File: src/rtl/btbf_pkg.sv
// package for the bit to byte framer: framing constants, state and burst types
// no dependencies
`timescale 1ns / 1ps
`default_nettype none
package btbf_pkg;

	localparam int unsigned BYTE_BITS  = 8;
	localparam int unsigned COUNT_BITS = 3;
	localparam int unsigned PAD_BASE   = 5;
	localparam int unsigned WORD_BITS  = 2 * BYTE_BITS;
	localparam int unsigned CNT_W      = 4;   // holds up to 13 results per item
	localparam int unsigned ADDR_W     = 3;
	localparam logic [BYTE_BITS-1:0] TOP_FLIP = 8'h80;

	// register index, taken from the word address bit
	localparam logic REG_MODE = 1'b0;

	localparam logic MODE_PACK   = 1'b0;
	localparam logic MODE_UNPACK = 1'b1;

	typedef struct packed {
		logic [BYTE_BITS-1:0] acc;     // partial byte, right aligned
		logic [2:0]           held;    // bits in partial byte
		logic [BYTE_BITS-1:0] hbyte;   // byte held back in unpack mode
		logic                 hvalid;
	} state_t;

	// all results caused by one item, left aligned in word
	typedef struct packed {
		logic                 pack;
		logic [WORD_BITS-1:0] word;
		logic [CNT_W-1:0]     cnt;
		logic                 last;
	} burst_t;

endpackage
`default_nettype wire

File: src/rtl/btbf_burst_gen.sv
// per-item logic: next framer state and the burst of results for one beat
// depends on btbf_pkg
`timescale 1ns / 1ps
`default_nettype none
module btbf_burst_gen (
	input  wire                                 mode,
	input  wire                                 in_bit,
	input  wire [btbf_pkg::BYTE_BITS-1:0]       in_byte,
	input  wire                                 in_last,
	input  wire btbf_pkg::state_t               st,
	output btbf_pkg::state_t                    st_next,
	output btbf_pkg::burst_t                    burst
);
	import btbf_pkg::*;

	logic [BYTE_BITS-1:0] acc;
	logic [CNT_W-1:0]     c;
	logic [BYTE_BITS-1:0] shifted;
	logic [2:0]           pad;
	logic [BYTE_BITS-1:0] b;
	logic [4:0]           total;
	logic [4:0]           drop;

	always_comb begin
		acc     = {st.acc[BYTE_BITS-2:0], in_bit};
		c       = CNT_W'(st.held) + 1'b1;
		shifted = BYTE_BITS'(acc << (CNT_W'(BYTE_BITS) - c));
		pad     = 3'(CNT_W'(PAD_BASE) - c);
		b       = in_byte ^ TOP_FLIP;
		total   = st.hvalid ? 5'(WORD_BITS) : 5'(BYTE_BITS);
		drop    = 5'(b[2:0]) + 5'(COUNT_BITS);

		st_next    = st;
		burst.pack = (mode == MODE_PACK);
		burst.word = '0;
		burst.cnt  = '0;
		burst.last = in_last;

		if (mode == MODE_PACK) begin
			if (!in_last) begin
				if (st.held == 3'd7) begin
					burst.word = {acc ^ TOP_FLIP, 8'h00};
					burst.cnt  = CNT_W'(1);
					st_next    = '0;
				end else begin
					st_next.acc  = acc;
					st_next.held = c[2:0];
				end
			end else begin
				st_next = '0;
				if (c <= CNT_W'(PAD_BASE)) begin
					burst.word = {(shifted | BYTE_BITS'(pad)) ^ TOP_FLIP, 8'h00};
					burst.cnt  = CNT_W'(1);
				end else begin
					// partial byte of six to eight bits needs a trailer byte
					burst.word = {shifted ^ TOP_FLIP,
						BYTE_BITS'(CNT_W'(PAD_BASE + BYTE_BITS) - c) ^ TOP_FLIP};
					burst.cnt  = CNT_W'(2);
				end
			end
		end else begin
			if (!in_last) begin
				if (st.hvalid) begin
					burst.word = {st.hbyte, 8'h00};
					burst.cnt  = CNT_W'(BYTE_BITS);
				end
				st_next.hbyte  = b;
				st_next.hvalid = 1'b1;
			end else begin
				st_next    = '0;
				burst.word = st.hvalid ? {st.hbyte, b} : {b, 8'h00};
				// oversized count drops everything
				burst.cnt  = (total > drop) ? CNT_W'(total - drop) : '0;
			end
		end
	end

endmodule
`default_nettype wire

File: src/rtl/btbf_emitter.sv
// output stage: shifts one burst out a result beat at a time
// depends on btbf_pkg
`timescale 1ns / 1ps
`default_nettype none
module btbf_emitter (
	input  wire                            clk,
	input  wire                            arst_n,
	input  wire btbf_pkg::burst_t          burst_s1,
	input  wire                            valid_s1,
	output logic                           load_s1,
	output logic                           out_valid,
	input  wire                            out_stall,
	output logic [btbf_pkg::BYTE_BITS-1:0] out_byte,
	output logic                           out_bit,
	output logic                           out_last
);
	import btbf_pkg::*;

	logic                 pack_s2;
	logic [WORD_BITS-1:0] word_s2;
	logic [CNT_W-1:0]     cnt_s2;
	logic                 last_s2;
	logic                 take;
	logic                 final_beat;

	assign out_valid  = (cnt_s2 != '0);
	assign take       = out_valid && !out_stall;
	assign final_beat = (cnt_s2 == CNT_W'(1));
	assign load_s1    = valid_s1 && (!out_valid || (take && final_beat));

	assign out_byte = pack_s2 ? word_s2[WORD_BITS-1 -: BYTE_BITS] : '0;
	assign out_bit  = pack_s2 ? 1'b0 : word_s2[WORD_BITS-1];
	assign out_last = last_s2 && final_beat;

	always_ff @(posedge clk or negedge arst_n) begin
		if (!arst_n) begin
			cnt_s2 <= '0;
		end else if (load_s1) begin
			cnt_s2 <= burst_s1.cnt;
		end else if (take) begin
			cnt_s2 <= cnt_s2 - 1'b1;
		end
	end

	always_ff @(posedge clk) begin
		if (load_s1) begin
			pack_s2 <= burst_s1.pack;
			word_s2 <= burst_s1.word;
			last_s2 <= burst_s1.last;
		end else if (take) begin
			// bytes move by eight, bits by one
			word_s2 <= pack_s2 ? (word_s2 << BYTE_BITS) : (word_s2 << 1);
		end
	end

endmodule
`default_nettype wire

File: src/rtl/bit_to_byte_framer_with_pad_count.sv
// top level of the bit to byte framer with pad count
// depends on btbf_pkg, btbf_burst_gen, btbf_emitter
`timescale 1ns / 1ps
`default_nettype none
// usage
//   register mode (apb, byte address 0): 0 packs bits into bytes, 1 unpacks
//   bytes into bits; writing it starts a new stream. write only when idle.
//   input channel in_valid / in_stall carries in_bit, in_byte and in_last;
//   output channel out_valid / out_stall carries out_byte, out_bit, out_last.
//   a beat moves on a rising edge with valid high and stall low.
// pipeline and throughput
//   each input beat is worked out in the cycle it is accepted and lands in a
//   one-burst holding register, then in the emitter, which sends one result
//   per cycle while out_stall is low and takes the next burst as the last
//   result of the one before moves. the emitter sets the rate: one byte per
//   eight bits in pack mode (two at a padded end), eight per byte in unpack
//   mode, up to thirteen at the end of an unpack stream. items with no result
//   (most pack bits) go at one per cycle while in_stall is low.
// reset and stall
//   arst_n clears the mode to pack, the framer state and both stages.
//   a stalled receiver freezes the emitter; an empty holding register still
//   takes one beat that has results, then in_stall rises until the emitter frees it.
module bit_to_byte_framer_with_pad_count (
	input  wire                            clk,
	input  wire                            arst_n,
	input  wire                            psel,
	input  wire                            penable,
	input  wire                            pwrite,
	input  wire [btbf_pkg::ADDR_W-1:0]     paddr,
	input  wire [31:0]                     pwdata,
	output logic [31:0]                    prdata,
	output logic                           pready,
	input  wire                            in_valid,
	output logic                           in_stall,
	input  wire                            in_bit,
	input  wire [btbf_pkg::BYTE_BITS-1:0]  in_byte,
	input  wire                            in_last,
	output logic                           out_valid,
	input  wire                            out_stall,
	output logic [btbf_pkg::BYTE_BITS-1:0] out_byte,
	output logic                           out_bit,
	output logic                           out_last
);
	import btbf_pkg::*;

	logic   mode_q;
	state_t st_q;
	state_t st_next;
	burst_t burst;
	burst_t burst_s1;
	logic   valid_s1;
	logic   load_s1;
	logic   in_take;
	logic   cfg_wr;

	// apb: always ready, word index from address bit two
	assign pready = 1'b1;
	assign cfg_wr = psel && penable && pwrite && (paddr[2] == REG_MODE);
	assign prdata = (paddr[2] == REG_MODE) ? {31'd0, mode_q} : 32'd0;

	// holding register takes a beat when empty or when it hands over now
	assign in_stall = valid_s1 && !load_s1;
	assign in_take  = in_valid && !in_stall;

	btbf_burst_gen u_gen (
		.mode    (mode_q),
		.in_bit  (in_bit),
		.in_byte (in_byte),
		.in_last (in_last),
		.st      (st_q),
		.st_next (st_next),
		.burst   (burst)
	);

	always_ff @(posedge clk or negedge arst_n) begin
		if (!arst_n) begin
			mode_q   <= MODE_PACK;
			st_q     <= '0;
			valid_s1 <= 1'b0;
		end else begin
			if (cfg_wr) begin
				mode_q <= pwdata[0];
				st_q   <= '0;  // new stream
			end else if (in_take) begin
				st_q <= st_next;
			end
			// items that cause no result never occupy the holding register
			if (in_take) begin
				valid_s1 <= (burst.cnt != '0);
			end else if (load_s1) begin
				valid_s1 <= 1'b0;
			end
		end
	end

	always_ff @(posedge clk) begin
		if (in_take) begin
			burst_s1 <= burst;
		end
	end

	btbf_emitter u_emit (
		.clk       (clk),
		.arst_n    (arst_n),
		.burst_s1  (burst_s1),
		.valid_s1  (valid_s1),
		.load_s1   (load_s1),
		.out_valid (out_valid),
		.out_stall (out_stall),
		.out_byte  (out_byte),
		.out_bit   (out_bit),
		.out_last  (out_last)
	);

endmodule
`default_nettype wire

File: config.mk
export PLATFORM = sky130hd
export DESIGN_NAME = bit_to_byte_framer_with_pad_count
export DESIGN_NICKNAME = d
export VERILOG_FILES = /design/src/rtl/btbf_pkg.sv /design/src/rtl/btbf_burst_gen.sv /design/src/rtl/btbf_emitter.sv /design/src/rtl/bit_to_byte_framer_with_pad_count.sv
export SDC_FILE = /design/constraint.sdc
export NUM_CORES = 1
export LEC_CHECK = 0
export BUFFER_PORTS_ARGS = -buffer_cell sky130_fd_sc_hd__buf_2
export CAP_MARGIN = 20
export CORE_MARGIN = 10
export CORE_UTILIZATION = 50
export CTS_BUF_LIST = sky130_fd_sc_hd__clkbuf_16
export CTS_CLUSTER_DIAMETER = 40
export CTS_CLUSTER_SIZE = 14
export DETAILED_ROUTE_END_ITERATION = 8
export PLACE_DENSITY_LB_ADDON = 0.1
export SETUP_SLACK_MARGIN = 0.15
export SLEW_MARGIN = 40
export SYNTH_ARGS = -nofsm -noshare
export SYNTH_HDL_FRONTEND = slang
export SYNTH_SLANG_ARGS = --single-unit
File: constraint.sdc
create_clock -name clk -period 9.3 [get_ports clk]
set_input_delay 0.93 -clock clk [delete_from_list [all_inputs] [get_ports clk]]
set_output_delay 0.93 -clock clk [all_outputs]
set_load 0.02 [all_outputs]
==> results of run 1 <==
## flip-flops by register name, summed over array words and instances, names as in the netlist
register and count:
burst_s1 22, st_q 19, u_emit.word_s2 16, u_emit.cnt_s2 4
mode_q 1, u_emit.last_s2 1, u_emit.pack_s2 1, valid_s1 1
## report_power, final
| part | internal, W | total [W] | switching [W] |
|---|---|---|---|
| combinational | 0.000166 | 0.000407 | 0.000241 |
| clock | 0.000177 | 0.000297 | 0.000120 |
| sequential | 0.000420 | 0.000495 | 0.0000741 |
| total | 0.000764 | 0.00120 | 0.000435 |
## layout make-up
cell class,count,share of cell area [%]
multi-input combinational,268,42.5
clock buffer,9,5.29
timing repair buffer,32,3.82
inverter,18,1.59
sequential,65,42.9
tap,102,3.00
clock inverter,7,0.940
## placed cells by master (no fill, tap or decap), types with 7 or more instances in the layout
cell / Yosys / routed
o22ai_1: 7 / 7
mux2i_1: 15 / 15
and2_1: 8 / 8
inv_1: 16 / 18
edfxtp_1: 40 / 40
a22o_1: 11 / 11
o21ai_1: 16 / 16
clkbuf_16: 0 / 9
nand2_1: 48 / 48
buf_2: 2 / 31
a21oi_1: 13 / 13
nor3_1: 9 / 9
conb_1: 2 / 32
ha_1: 12 / 12
nor2_1: 9 / 9
dfrtp_1: 25 / 25
nand3b_1: 8 / 8
## final timing paths
kind / from / endpoint / slack [ns] / cells after the start
max: st_q[9] / burst_s1[14] / 5.96 / 9
min: burst_s1[21] / u_emit.pack_s2 / 0.42 / 0
max reg2reg: st_q[9] / burst_s1[14] / 5.96 / 9
min reg2reg: burst_s1[21] / u_emit.pack_s2 / 0.42 / 0
max in group asynchronous: arst_n / st_q[13] / 8.30 / 1
min in group asynchronous: arst_n / st_q[0] / 0.60 / 1
## metal layers
metal,wire length [um],vias up
met3,497,16
met5,0,-
met2,3720,86
met1,3710,1274
li1,-,1317
met4,197,0
## stage by stage
stage	hold WS [ns]	instance area [um^2]
detailed placement	0.410	3990
global placement	0.404	3990
floorplan	0.400	4050
finish	0.419	4260
CTS	0.423	4260
global route	0.435	4260
## logic make-up after synthesis
| kind of cell | after synthesis | synth area share [%] |
|---|---|---|
| xor+xnor | 7 | 1.75 |
| flops | 65 | 46.4 |
| fa+ha+maj | 12 | 3.81 |
| other cells | 2 | 0.191 |
| buf+inv | 71 | 10.5 |
| compound gates | 79 | 14.3 |
| simple gates | 114 | 15.2 |
| mux | 24 | 7.91 |
==> key figures, run 1 <==
Status
  – Status: finished, final reports clean

Logic synthesis
  – Synth top area share: 30.5%
  – Top cells by area, synth: edfxtp_1 (31%), dfrtp_1 (16%), buf_4 (6.3%), nand2_1 (4.6%), ha_1 (3.8%)
  – Leading area contributor after synthesis: edfxtp_1
  – Synth Register Bits: 65
  – Sequential fraction of the synthesis area: 46.4%
  – Most numerous cell in the Yosys netlist: nand2_1
  – Async set-reset flop share out of synthesis: 38.5%
  – Synth Instances: 374
  – Post-synth EDFFs: 40
  – Yosys warns: 0
  – Most instantiated cells after synthesis: nand2_1 (48), edfxtp_1 (40), buf_4 (33)
  – Mapped cell area: 0.00394 mm^2
  – Avg Synthesized Cell Area: 10.5 um^2
  – Main synth FF type: edfxtp_1
  – Distinct cells, synth: 60

Run
  – Max-Cap Viols: 0

STA
  – Slew Viols, Final: 0
  – Slew headroom: 47.5%
  – TNS Setup: 0 ns
  – Unrepaired setup endpoints after global routing: no
  – Fmax: 300 MHz
  – Period minus WS final: 3.34 ns
  – Worst-margin pin slew: 0.788 ns
  – Worst setup margin: 5.96 ns
  – Period utilization: 35.9%
  – Fin. Hold Viols: 0
  – Final Setup Violations: 0
  – Worst Clk Skew: 0.00598 ns

Cells and area
  – Ant. Diodes: 0
  – Register area: 0.00183 mm^2
  – P&R area growth vs syn: 8.20%
  – Post-route insts no fill: 501
  – Fill cells: 727
  – Multi-input combinational cell area: 0.00181 mm^2
  – Share of layout cells above drive strength 1: 16.3%
  – Final nets: 458
  – Post-layout util: 55.4%

Global routing
  – Met2 usage: 21.6%
  – Global-route wire length before repair: 13200 um
  – Busiest metal layer after global routing: met2
  – Antenna violations before repair: 0
  – Grt met3 use: 2.95%
  – Grt total ovfl: 0
  – Met1 GRT Util: 18.3%
  – Largest net degree at the start of global routing: 31
  – Total Routing Usage GR: 14.0%
  – Number of global-route vias before repair: 2613

Critical path
  – Slowest stage cell on the critical path: ha_1
  – Critical Path, Cell by Cell: inv_1 > ha_1 > inv_1 > ha_1 > a21boi_0 > o21ai_1 > nand3_1 > nor2b_1 > a221o_1
  – CP Data Arrival Time: 3.53 ns
  – Crit. End Element: flip-flop
  – Worst EP required: 9.49 ns
  – Bufs and invs on worst path: 2
  – CP Max Fanout: 15
  – Crit start category: flip-flop
  – Crit Path Class: reg2reg
  – Crit-path max cell delay: 0.72 ns
  – Top delay family on crit path: adder cells

Hold path
  – Worst Hold Class: reg2reg

Floorplan
  – Die Y-Extent: 109 um
  – I/O pin count: 97
  – Die Wd: 109 um
  – Core box area: 0.00769 mm^2
  – Starting density of the core: 51.2%
  – Rows: 32
  – Die Area: 0.0118 mm^2

Placed design
  – Dpl cells: 485
  – PortBufs: 31
  – Detailed placement HPWL: 5950 um
  – Pre-CTS setup slack: 6.02 ns
  – RD Place Congestion: 0.851

CTS
  – Clock sinks: 65
  – CTS buffer count: 9
  – Postcts setup bufs: 0
  – Post-CTS Hold Fix Bufs: 0
  – Clk_lat worst skew: 0.33 ns
  – CTS tree: yes
  – Worst-case clock buffer depth: 2
  – Root Driver: clkbuf_16
  – H-tree depth: 3
  – Clock Pin Slew Worst Setup and Hold Paths: 0.05 ns
  – Post-CTS resize count: 0

Routing
  – First DRT Iteration DRCs: 158
  – DR vias/cell: 5.38
  – Wire length per cell: 16.2 um
  – Vias: 2693
  – Routed Antenna Nets: 0
  – Drt total wl: 8130 um
  – DRT Pass-1 Iters: 4
  – # DRC: 0

Power and ir drop
  – Power Total: 0.00120 W
  – Maximum vdd ir drop: 0.000115 V
  – Leak: 1.88 nW
  – Pwr/cell area: 282 mW/mm^2
Note: power is estimated with default switching activity, not from simulation.
==> run 2: changes to the inputs <==
--- a/config.mk
+++ b/config.mk
@@ -8,7 +8,7 @@
 export BUFFER_PORTS_ARGS = -buffer_cell sky130_fd_sc_hd__buf_2
 export CAP_MARGIN = 20
 export CORE_MARGIN = 10
-export CORE_UTILIZATION = 50
+export CORE_UTILIZATION = 49
 export CTS_BUF_LIST = sky130_fd_sc_hd__clkbuf_16
 export CTS_CLUSTER_DIAMETER = 40
 export CTS_CLUSTER_SIZE = 14
==> constraint.sdc (replaced) <==
create_clock -name clk -period 2.9 [get_ports clk]
set_input_delay 0.29 -clock clk [delete_from_list [all_inputs] [get_ports clk]]
set_output_delay 0.29 -clock clk [all_outputs]
set_load 0.02 [all_outputs]
==> key figures, run 2 (synthesized netlist as in run 1, its figures left out) <==
Global routing
  – Largest net degree at the start of global routing: 26 (was 31)
  – Number of global-route vias before repair: 2654 (was 2613)
  – Grt total ovfl: 0 (unchanged)
  – Antenna violations before repair: 0 (unchanged)
  – Total Routing Usage GR: 13.9% (was 14.0%)
  – Global-route wire length before repair: 13200 um (about the same)

CTS
  – Clock sinks: 65 (unchanged)
  – Clk_lat worst skew: 0.32 ns (was 0.33 ns)
  – Worst-case clock buffer depth: 2 (unchanged)
  – Post-CTS Hold Fix Bufs: 0 (unchanged)
  – Root Driver: clkbuf_16 (unchanged)
  – H-tree depth: 3 (unchanged)
  – Postcts setup bufs: 0 (unchanged)
  – Clock Pin Slew Worst Setup and Hold Paths: 0.06 ns (was 0.05 ns)
  – CTS buffer count: 9 (unchanged)
  – Post-CTS resize count: 0 (unchanged)
  – CTS tree: yes (unchanged)

STA
  – Slew Viols, Final: 0 (unchanged)
  – Unrepaired setup endpoints after global routing: no (unchanged)
  – Worst Hold Slack: -0.0218 ns (was 0.419 ns)
  – Final Setup Violations: 0 (unchanged)
  – Fmax: 397 MHz (was 300 MHz)
  – Worst-margin pin slew: 0.805 ns (was 0.788 ns)
  – Period utilization: 86.9% (was 35.9%)
  – Worst setup margin: 0.380 ns (was 5.96 ns)
  – Worst Clk Skew: 0.00984 ns (was 0.00598 ns)
  – Fin. Hold Viols: 25 (was 0)
  – TNS Setup: 0 ns (unchanged)
  – Slew headroom: 46.3% (was 47.5%)
  – Period minus WS final: 2.52 ns (was 3.34 ns)

Cells and area
  – Commonest cells after routing, fill and taps aside: nand2_1 (48), edfxtp_1 (40), conb_1 (32) (unchanged)
  – Number of flip-flops in the largest register: 22 (unchanged)
  – Most flops, register: burst_s1 (unchanged)
  – Multi-input combinational cell area: 0.00181 mm^2 (about the same)
  – Ant. Diodes: 0 (unchanged)
  – Final nets: 464 (was 458)
  – Fill cells: 716 (was 727)
  – Most common cell after layout, fill and taps aside: nand2_1 (unchanged)
  – Biggest regs: burst_s1 (22), st_q (19), u_emit.word_s2 (16) (unchanged)
  – Share of layout cells above drive strength 1: 18.5% (was 16.3%)
  – Register area: 0.00183 mm^2 (unchanged)
  – P&R area growth vs syn: 10.2% (was 8.20%)

Power and ir drop
  – Power Total: 0.00399 W (was 0.00120 W)
  – Pwr/cell area: 920 mW/mm^2 (was 282 mW/mm^2)
  – Leak: 1.92 nW (was 1.88 nW)
  – Maximum vdd ir drop: 0.000554 V (was 0.000115 V)

Placed design
  – Pre-CTS setup slack: 0.421 ns (was 6.02 ns)
  – RD Place Congestion: 0.885 (was 0.851)
  – PortBufs: 31 (unchanged)
  – Detailed placement HPWL: 6090 um (was 5950 um)

Critical path
  – Worst EP required: 3.08 ns (was 9.49 ns)
  – Crit start category: flip-flop (unchanged)
  – Slowest stage cell on the critical path: dfrtp_1 (was ha_1)
  – Cell mode on critical path: ha_1
  – Critical Path, Cell by Cell: ha_1 > ha_1 > inv_1 > ha_1 > a21boi_0 > o21ai_1 > nand3_1 > nor2b_1 > a221o_1 (was inv_1 > ha_1 > inv_1 > ha_1 > a21boi_0 > o21ai_1 > nand3_1 > nor2b_1 > a221o_1)
  – CP Data Arrival Time: 2.70 ns (was 3.53 ns)
  – Bufs and invs on worst path: 1 (was 2)
  – Crit-path max cell delay: 0.43 ns (was 0.72 ns)
  – Top delay family on crit path: adder cells (unchanged)
  – R2R depth: 9 (unchanged)
  – Crit. End Element: flip-flop (unchanged)
  – Worst reg2reg path startpoint: st_q[10] (was st_q[9])
  – Crit Path Class: reg2reg (unchanged)
  – CP Max Fanout: 6 (was 15)
  – FF-to-FF setup slack: 0.38 ns (was 5.96 ns)
  – Reg2reg end: burst_s1[13] (was burst_s1[14])

Routing
  – Routed Antenna Nets: 0 (unchanged)
  – Vias: 2661 (was 2693)
  – Wire length per cell: 16.0 um (was 16.2 um)
  – Drt total wl: 8120 um (was 8130 um)
  – First DRT Iteration DRCs: 144 (was 158)
  – DRT Pass-1 Iters: 4 (unchanged)
  – # DRC: 0 (unchanged)
  – DR vias/cell: 5.25 (was 5.38)

Floorplan
  – Rows: 32 (unchanged)
  – Die Wd: 110 um (was 109 um)
  – Die Y-Extent: 110 um (was 109 um)
  – Die Area: 0.0120 mm^2 (was 0.0118 mm^2)
  – Core box area: 0.00777 mm^2 (was 0.00769 mm^2)
  – Starting density of the core: 50.7% (was 51.2%)
  – I/O pin count: 97 (unchanged)

Run
  – Max-Cap Viols: 0 (unchanged)

Hold path
  – Worst Hold Class: in2async (was reg2reg)

Status
  – Failing checks: hold timing
  – Status: finished, violations left (was finished, final reports clean)
==> run 2: cell count changes in the layout (fill, tap and decap cells not counted) <==
cell	delta
a21oi_1	-1
a21oi_2	+1
buf_4	+6
bufinv_16	+1
clkinv_1	-1
clkinv_2	+2
clkinv_4	+2
clkinvlp_4	-2
inv_1	-2
==> run 2: worst register-to-register path, stage by stage (launching register included) <==
cell	delay (ns)
dfrtp_1	0.43
ha_1	0.23
ha_1	0.37
inv_1	0.08
ha_1	0.19
a21boi_0	0.12
o21ai_1	0.26
nand3_1	0.18
nor2b_1	0.28
a221o_1	0.24
==> run 2: metrics by stage <==
step | area, um^2 | std cells | util (%)
finish | 4340 | 507 | 55.9
detailed placement | 4040 | 491 | 52.0
floorplan | 4050 | 404 | -
global placement | 4040 | 491 | 52.0
global route | 4340 | 507 | 55.9
CTS | 4340 | 507 | 55.8
==> run 2: worst max path at each step <==
stage,to,slack (ns),cells past startpoint,startpoint
detailed placement,burst_s1[13],0.42,9,st_q[10]
global route,burst_s1[13],0.20,9,st_q[10]
global placement,burst_s1[13],0.45,9,st_q[10]
finish,burst_s1[13],0.38,9,st_q[10]
floorplan,burst_s1[13],0.18,12,st_q[9]
CTS,burst_s1[13],0.40,9,st_q[10]
==> run 2: routing by layer <==
layer	global-route usage, %	up-vias	part of all wire (%)
met1	17.5	1254	45
met5	0	-	0
met3	2.75	8	6.0
met4	5.76	0	1.6
met2	22.8	69	48
li1	-	1330	-
==> run 2: area by class of cell <==
class	count	area share (%)
sequential	65	42.1
multi-input combinational	268	41.8
clock inverter	7	1.64
inverter	18	1.56
clock buffer	9	5.19
tap	102	2.94
timing repair buffer	38	4.79
==> run 2: power breakdown <==
group	internal (W)	total [W]	switching, W
clock network	0.000664	0.00106	0.000395
registers	0.00135	0.00154	0.000195
logic	0.000570	0.00139	0.000820
==> run 3: changes to the inputs <==
--- a/config.mk
+++ b/config.mk
@@ -5,11 +5,12 @@
 export SDC_FILE = /design/constraint.sdc
 export NUM_CORES = 1
 export LEC_CHECK = 0
+export ABC_AREA = 1
 export BUFFER_PORTS_ARGS = -buffer_cell sky130_fd_sc_hd__buf_2
 export CAP_MARGIN = 20
 export CORE_MARGIN = 10
-export CORE_UTILIZATION = 49
-export CTS_BUF_LIST = sky130_fd_sc_hd__clkbuf_16
+export CORE_UTILIZATION = 50
+export CTS_BUF_LIST = sky130_fd_sc_hd__clkbuf_4
 export CTS_CLUSTER_DIAMETER = 40
 export CTS_CLUSTER_SIZE = 14
 export DETAILED_ROUTE_END_ITERATION = 8
==> key figures, run 3 <==
Power and ir drop
  – Pwr/cell area: 913 mW/mm^2 (was 920 mW/mm^2)
  – Maximum vdd ir drop: 0.000414 V (was 0.000554 V)
  – Leak: 2.01 nW (was 1.92 nW)
  – Power Total: 0.00380 W (was 0.00399 W)

Logic synthesis
  – Post-synth EDFFs: 40 (unchanged)
  – Main synth FF type: edfxtp_1 (unchanged)
  – Leading area contributor after synthesis: edfxtp_1 (unchanged)
  – Synth top area share: 30.7% (was 30.5%)
  – Most numerous cell in the Yosys netlist: nand2_1 (unchanged)
  – Synth Register Bits: 65 (unchanged)
  – Async set-reset flop share out of synthesis: 38.5% (unchanged)
  – Yosys warns: 0 (unchanged)
  – Sequential fraction of the synthesis area: 46.6% (was 46.4%)
  – Avg Synthesized Cell Area: 8.43 um^2 (was 10.5 um^2)
  – Top cells by area, synth: edfxtp_1 (31%), dfrtp_1 (16%), nand2_1 (11%), buf_4 (6.5%), nand3_1 (6.3%) (was edfxtp_1 (31%), dfrtp_1 (16%), buf_4 (6.3%), nand2_1 (4.6%), ha_1 (3.8%))
  – Mapped cell area: 0.00392 mm^2 (was 0.00394 mm^2)
  – Synth Instances: 465 (was 374)
  – Distinct cells, synth: 36 (was 60)
  – Most instantiated cells after synthesis: nand2_1 (110), inv_1 (54), nand3_1 (49) (was nand2_1 (48), edfxtp_1 (40), buf_4 (33))

STA
  – Period minus WS final: 2.41 ns (was 2.52 ns)
  – Slew Viols, Final: 0 (unchanged)
  – Final Setup Violations: 0 (unchanged)
  – Fmax: 415 MHz (was 397 MHz)
  – Fin. Hold Viols: 0 (was 25)
  – Worst Clk Skew: 0.0187 ns (was 0.00984 ns)
  – TNS Setup: 0 ns (unchanged)
  – Slew headroom: 54.2% (was 46.3%)
  – Unrepaired setup endpoints after global routing: no (unchanged)
  – Period utilization: 83.1% (was 86.9%)
  – Worst-margin pin slew: 0.680 ns (was 0.805 ns)

Critical path
  – Worst EP required: 3.13 ns (was 3.08 ns)
  – Crit start category: flip-flop (unchanged)
  – Critical Path End: burst_s1[19] (was burst_s1[13])
  – R2R depth: 11 (was 9)
  – Crit Path Class: reg2reg (unchanged)
  – Bufs and invs on worst path: 1 (unchanged)
  – Top delay family on crit path: adder cells (unchanged)
  – Worst reg2reg path startpoint: st_q[9] (was st_q[10])
  – Worst Setup SP: st_q[9] (was st_q[10])
  – Slowest stage cell on the critical path: dfrtp_1 (unchanged)
  – Number of cells on the critical path: 11 (was 9)
  – CP Data Arrival Time: 2.64 ns (was 2.70 ns)
  – Crit-path max cell delay: 0.49 ns (was 0.43 ns)
  – FF-to-FF setup slack: 0.49 ns (was 0.38 ns)
  – Reg2reg end: burst_s1[19] (was burst_s1[13])
  – Critical Path, Cell by Cell: ha_1 > ha_1 > inv_1 > ha_1 > nand3_1 > o21ai_1 > nor2_1 > o21ai_0 > o21ai_0 > nand2_1 > o21ai_0 (was ha_1 > ha_1 > inv_1 > ha_1 > a21boi_0 > o21ai_1 > nand3_1 > nor2b_1 > a221o_1)
  – Crit. End Element: flip-flop (unchanged)
  – CP Max Fanout: 8 (was 6)

Floorplan
  – Rows: 32 (unchanged)
  – I/O pin count: 97 (unchanged)
  – Die Y-Extent: 109 um (was 110 um)
  – Core box area: 0.00769 mm^2 (was 0.00777 mm^2)
  – Die Wd: 109 um (was 110 um)
  – Starting density of the core: 51.0% (was 50.7%)
  – Die Area: 0.0118 mm^2 (was 0.0120 mm^2)

Routing
  – First DRT Iteration DRCs: 192 (was 144)
  – DRT Pass-1 Iters: 5 (was 4)
  – Drt total wl: 8610 um (was 8120 um)
  – Vias: 3044 (was 2661)
  – # DRC: 0 (unchanged)
  – DR vias/cell: 5.03 (was 5.25)
  – Wire length per cell: 14.2 um (was 16.0 um)
  – Routed Antenna Nets: 0 (unchanged)

CTS
  – Root Driver: clkbuf_4 (was clkbuf_16)
  – CTS buffer count: 9 (unchanged)
  – Clk_lat worst skew: 0.41 ns (was 0.32 ns)
  – Postcts setup bufs: 0 (unchanged)
  – Clock sinks: 65 (unchanged)
  – Post-CTS resize count: 0 (unchanged)
  – CTS tree: yes (unchanged)
  – Worst-case clock buffer depth: 2 (unchanged)
  – Clock Pin Slew Worst Setup and Hold Paths: 0.12 ns (was 0.06 ns)
  – H-tree depth: 3 (unchanged)

Cells and area
  – Number of flip-flops in the largest register: 22 (unchanged)
  – Ant. Diodes: 0 (unchanged)
  – Most common cell after layout, fill and taps aside: nand2_1 (unchanged)
  – Share of layout cells above drive strength 1: 14.3% (was 18.5%)
  – Final instance area: 0.00416 mm^2 (was 0.00434 mm^2)
  – Fill cells: 758 (was 716)
  – Multi-input combinational cell area: 0.00166 mm^2 (was 0.00181 mm^2)
  – Final nets: 562 (was 464)
  – Post-layout util: 54.2% (was 55.9%)
  – Commonest cells after routing, fill and taps aside: nand2_1 (109), inv_1 (54), nand3_1 (49) (was nand2_1 (48), edfxtp_1 (40), conb_1 (32))
  – Register area: 0.00183 mm^2 (unchanged)
  – P&R area growth vs syn: 6.26% (was 10.2%)
  – Biggest regs: burst_s1 (22), st_q (19), u_emit.word_s2 (16) (unchanged)
  – Most flops, register: burst_s1 (unchanged)

Status
  – Status: finished, final reports clean (was finished, violations left)

Placed design
  – Detailed placement HPWL: 6530 um (was 6090 um)
  – RD Place Congestion: 1.04 (was 0.885)
  – PortBufs: 31 (unchanged)
  – Dpl cell area: 0.00404 mm^2 (about the same)

Global routing
  – Antenna violations before repair: 0 (unchanged)
  – Number of global-route vias before repair: 2933 (was 2654)
  – Total Routing Usage GR: 15.4% (was 13.9%)
  – Global-route wire length before repair: 14400 um (was 13200 um)
  – Largest net degree at the start of global routing: 29 (was 26)
  – Grt total ovfl: 0 (unchanged)

Run
  – Max-Cap Viols: 0 (unchanged)

Hold path
  – Worst Hold Class: in2reg (was in2async)
==> run 3: cell count changes in the layout (fill, tap and decap cells not counted), sizes merged, moves of 15 or more <==
cell   change
o21ai     +18
nand2     +66
inv       +42
nand3     +47
mux2i     -15
nor2      +20
==> run 3: cell type report <==
class | count | share of cell area [%]
clock buffer | 10 | 1.80
inverter | 62 | 5.59
clock inverter | 6 | 0.871
tap | 102 | 3.06
timing repair buffer | 37 | 4.87
multi-input combinational | 323 | 39.9
sequential | 65 | 43.9
==> run 3: logic make-up (layout without fill, tap and decap cells) <==
| family | Yosys count | count (layout) | synth area share, % |
|---|---|---|---|
| and+or+nand+nor | 203 | 203 | 22.9 |
| buffers and inverters | 107 | 115 | 13.9 |
| AOI/OAI and AO/OA | 71 | 71 | 11.5 |
| DFF | 65 | 65 | 46.6 |
| adders and majority gates | 12 | 12 | 3.83 |
| xor gates and xnor gates | 5 | 5 | 1.12 |
| other | 2 | 32 | 0.192 |
==> run 3: timing repair <==
action | in CTS | in global routing
hold buffers | 1 | 0
endpoints found under the setup margin | 0 | 0
hold endpoints to repair | 25 | 0
==> run 3: through the flow <==
step,setup slack [ns],cells,hold slack (ns)
after CTS,0.511,605,0.102
after global placement,0.555,588,0.327
final,0.489,605,0.104
after global routing,0.254,605,0.115
after detailed placement,0.534,588,0.331
after floorplan,0.811,495,-0.00559
==> run 3: worst min path at each step <==
stage                  endpoint  startpoint  depth (start not counted)  slack (ns)
3_3_place_gp   u_emit.cnt_s2[2]      arst_n                          1        0.33
4_1_cts                  mode_q   pwdata[0]                          3        0.10
3_5_place_dp   u_emit.cnt_s2[3]      arst_n                          1        0.33
5_1_grt                  mode_q   pwdata[0]                          3        0.11
6_report                 mode_q   pwdata[0]                          3        0.10
2_1_floorplan            mode_q      arst_n                          0      -0.006
==> run 3: where the power goes <==
part	switching (W)	total [W]	internal (W)
sequential	0.000198	0.00161	0.00141
combinational	0.00113	0.00167	0.000541
clock	0.000335	0.000516	0.000181
total	0.00166	0.00380	0.00214
==> run 3: layer usage <==
metal / global-route usage, % / wire length, um / vias to the layer above
met5: 0 / 0 / -
met4: 5.18 / 119 / 0
met3: 3.99 / 545 / 12
met2: 25.4 / 4200 / 87
met1: 19.1 / 3750 / 1392
li1: - / - / 1553
==> run 3: worst min-delay path, stage by stage <==
cell and delay (ns):
buf_2 0.09, inv_1 0.03, o21ai_0 0.07
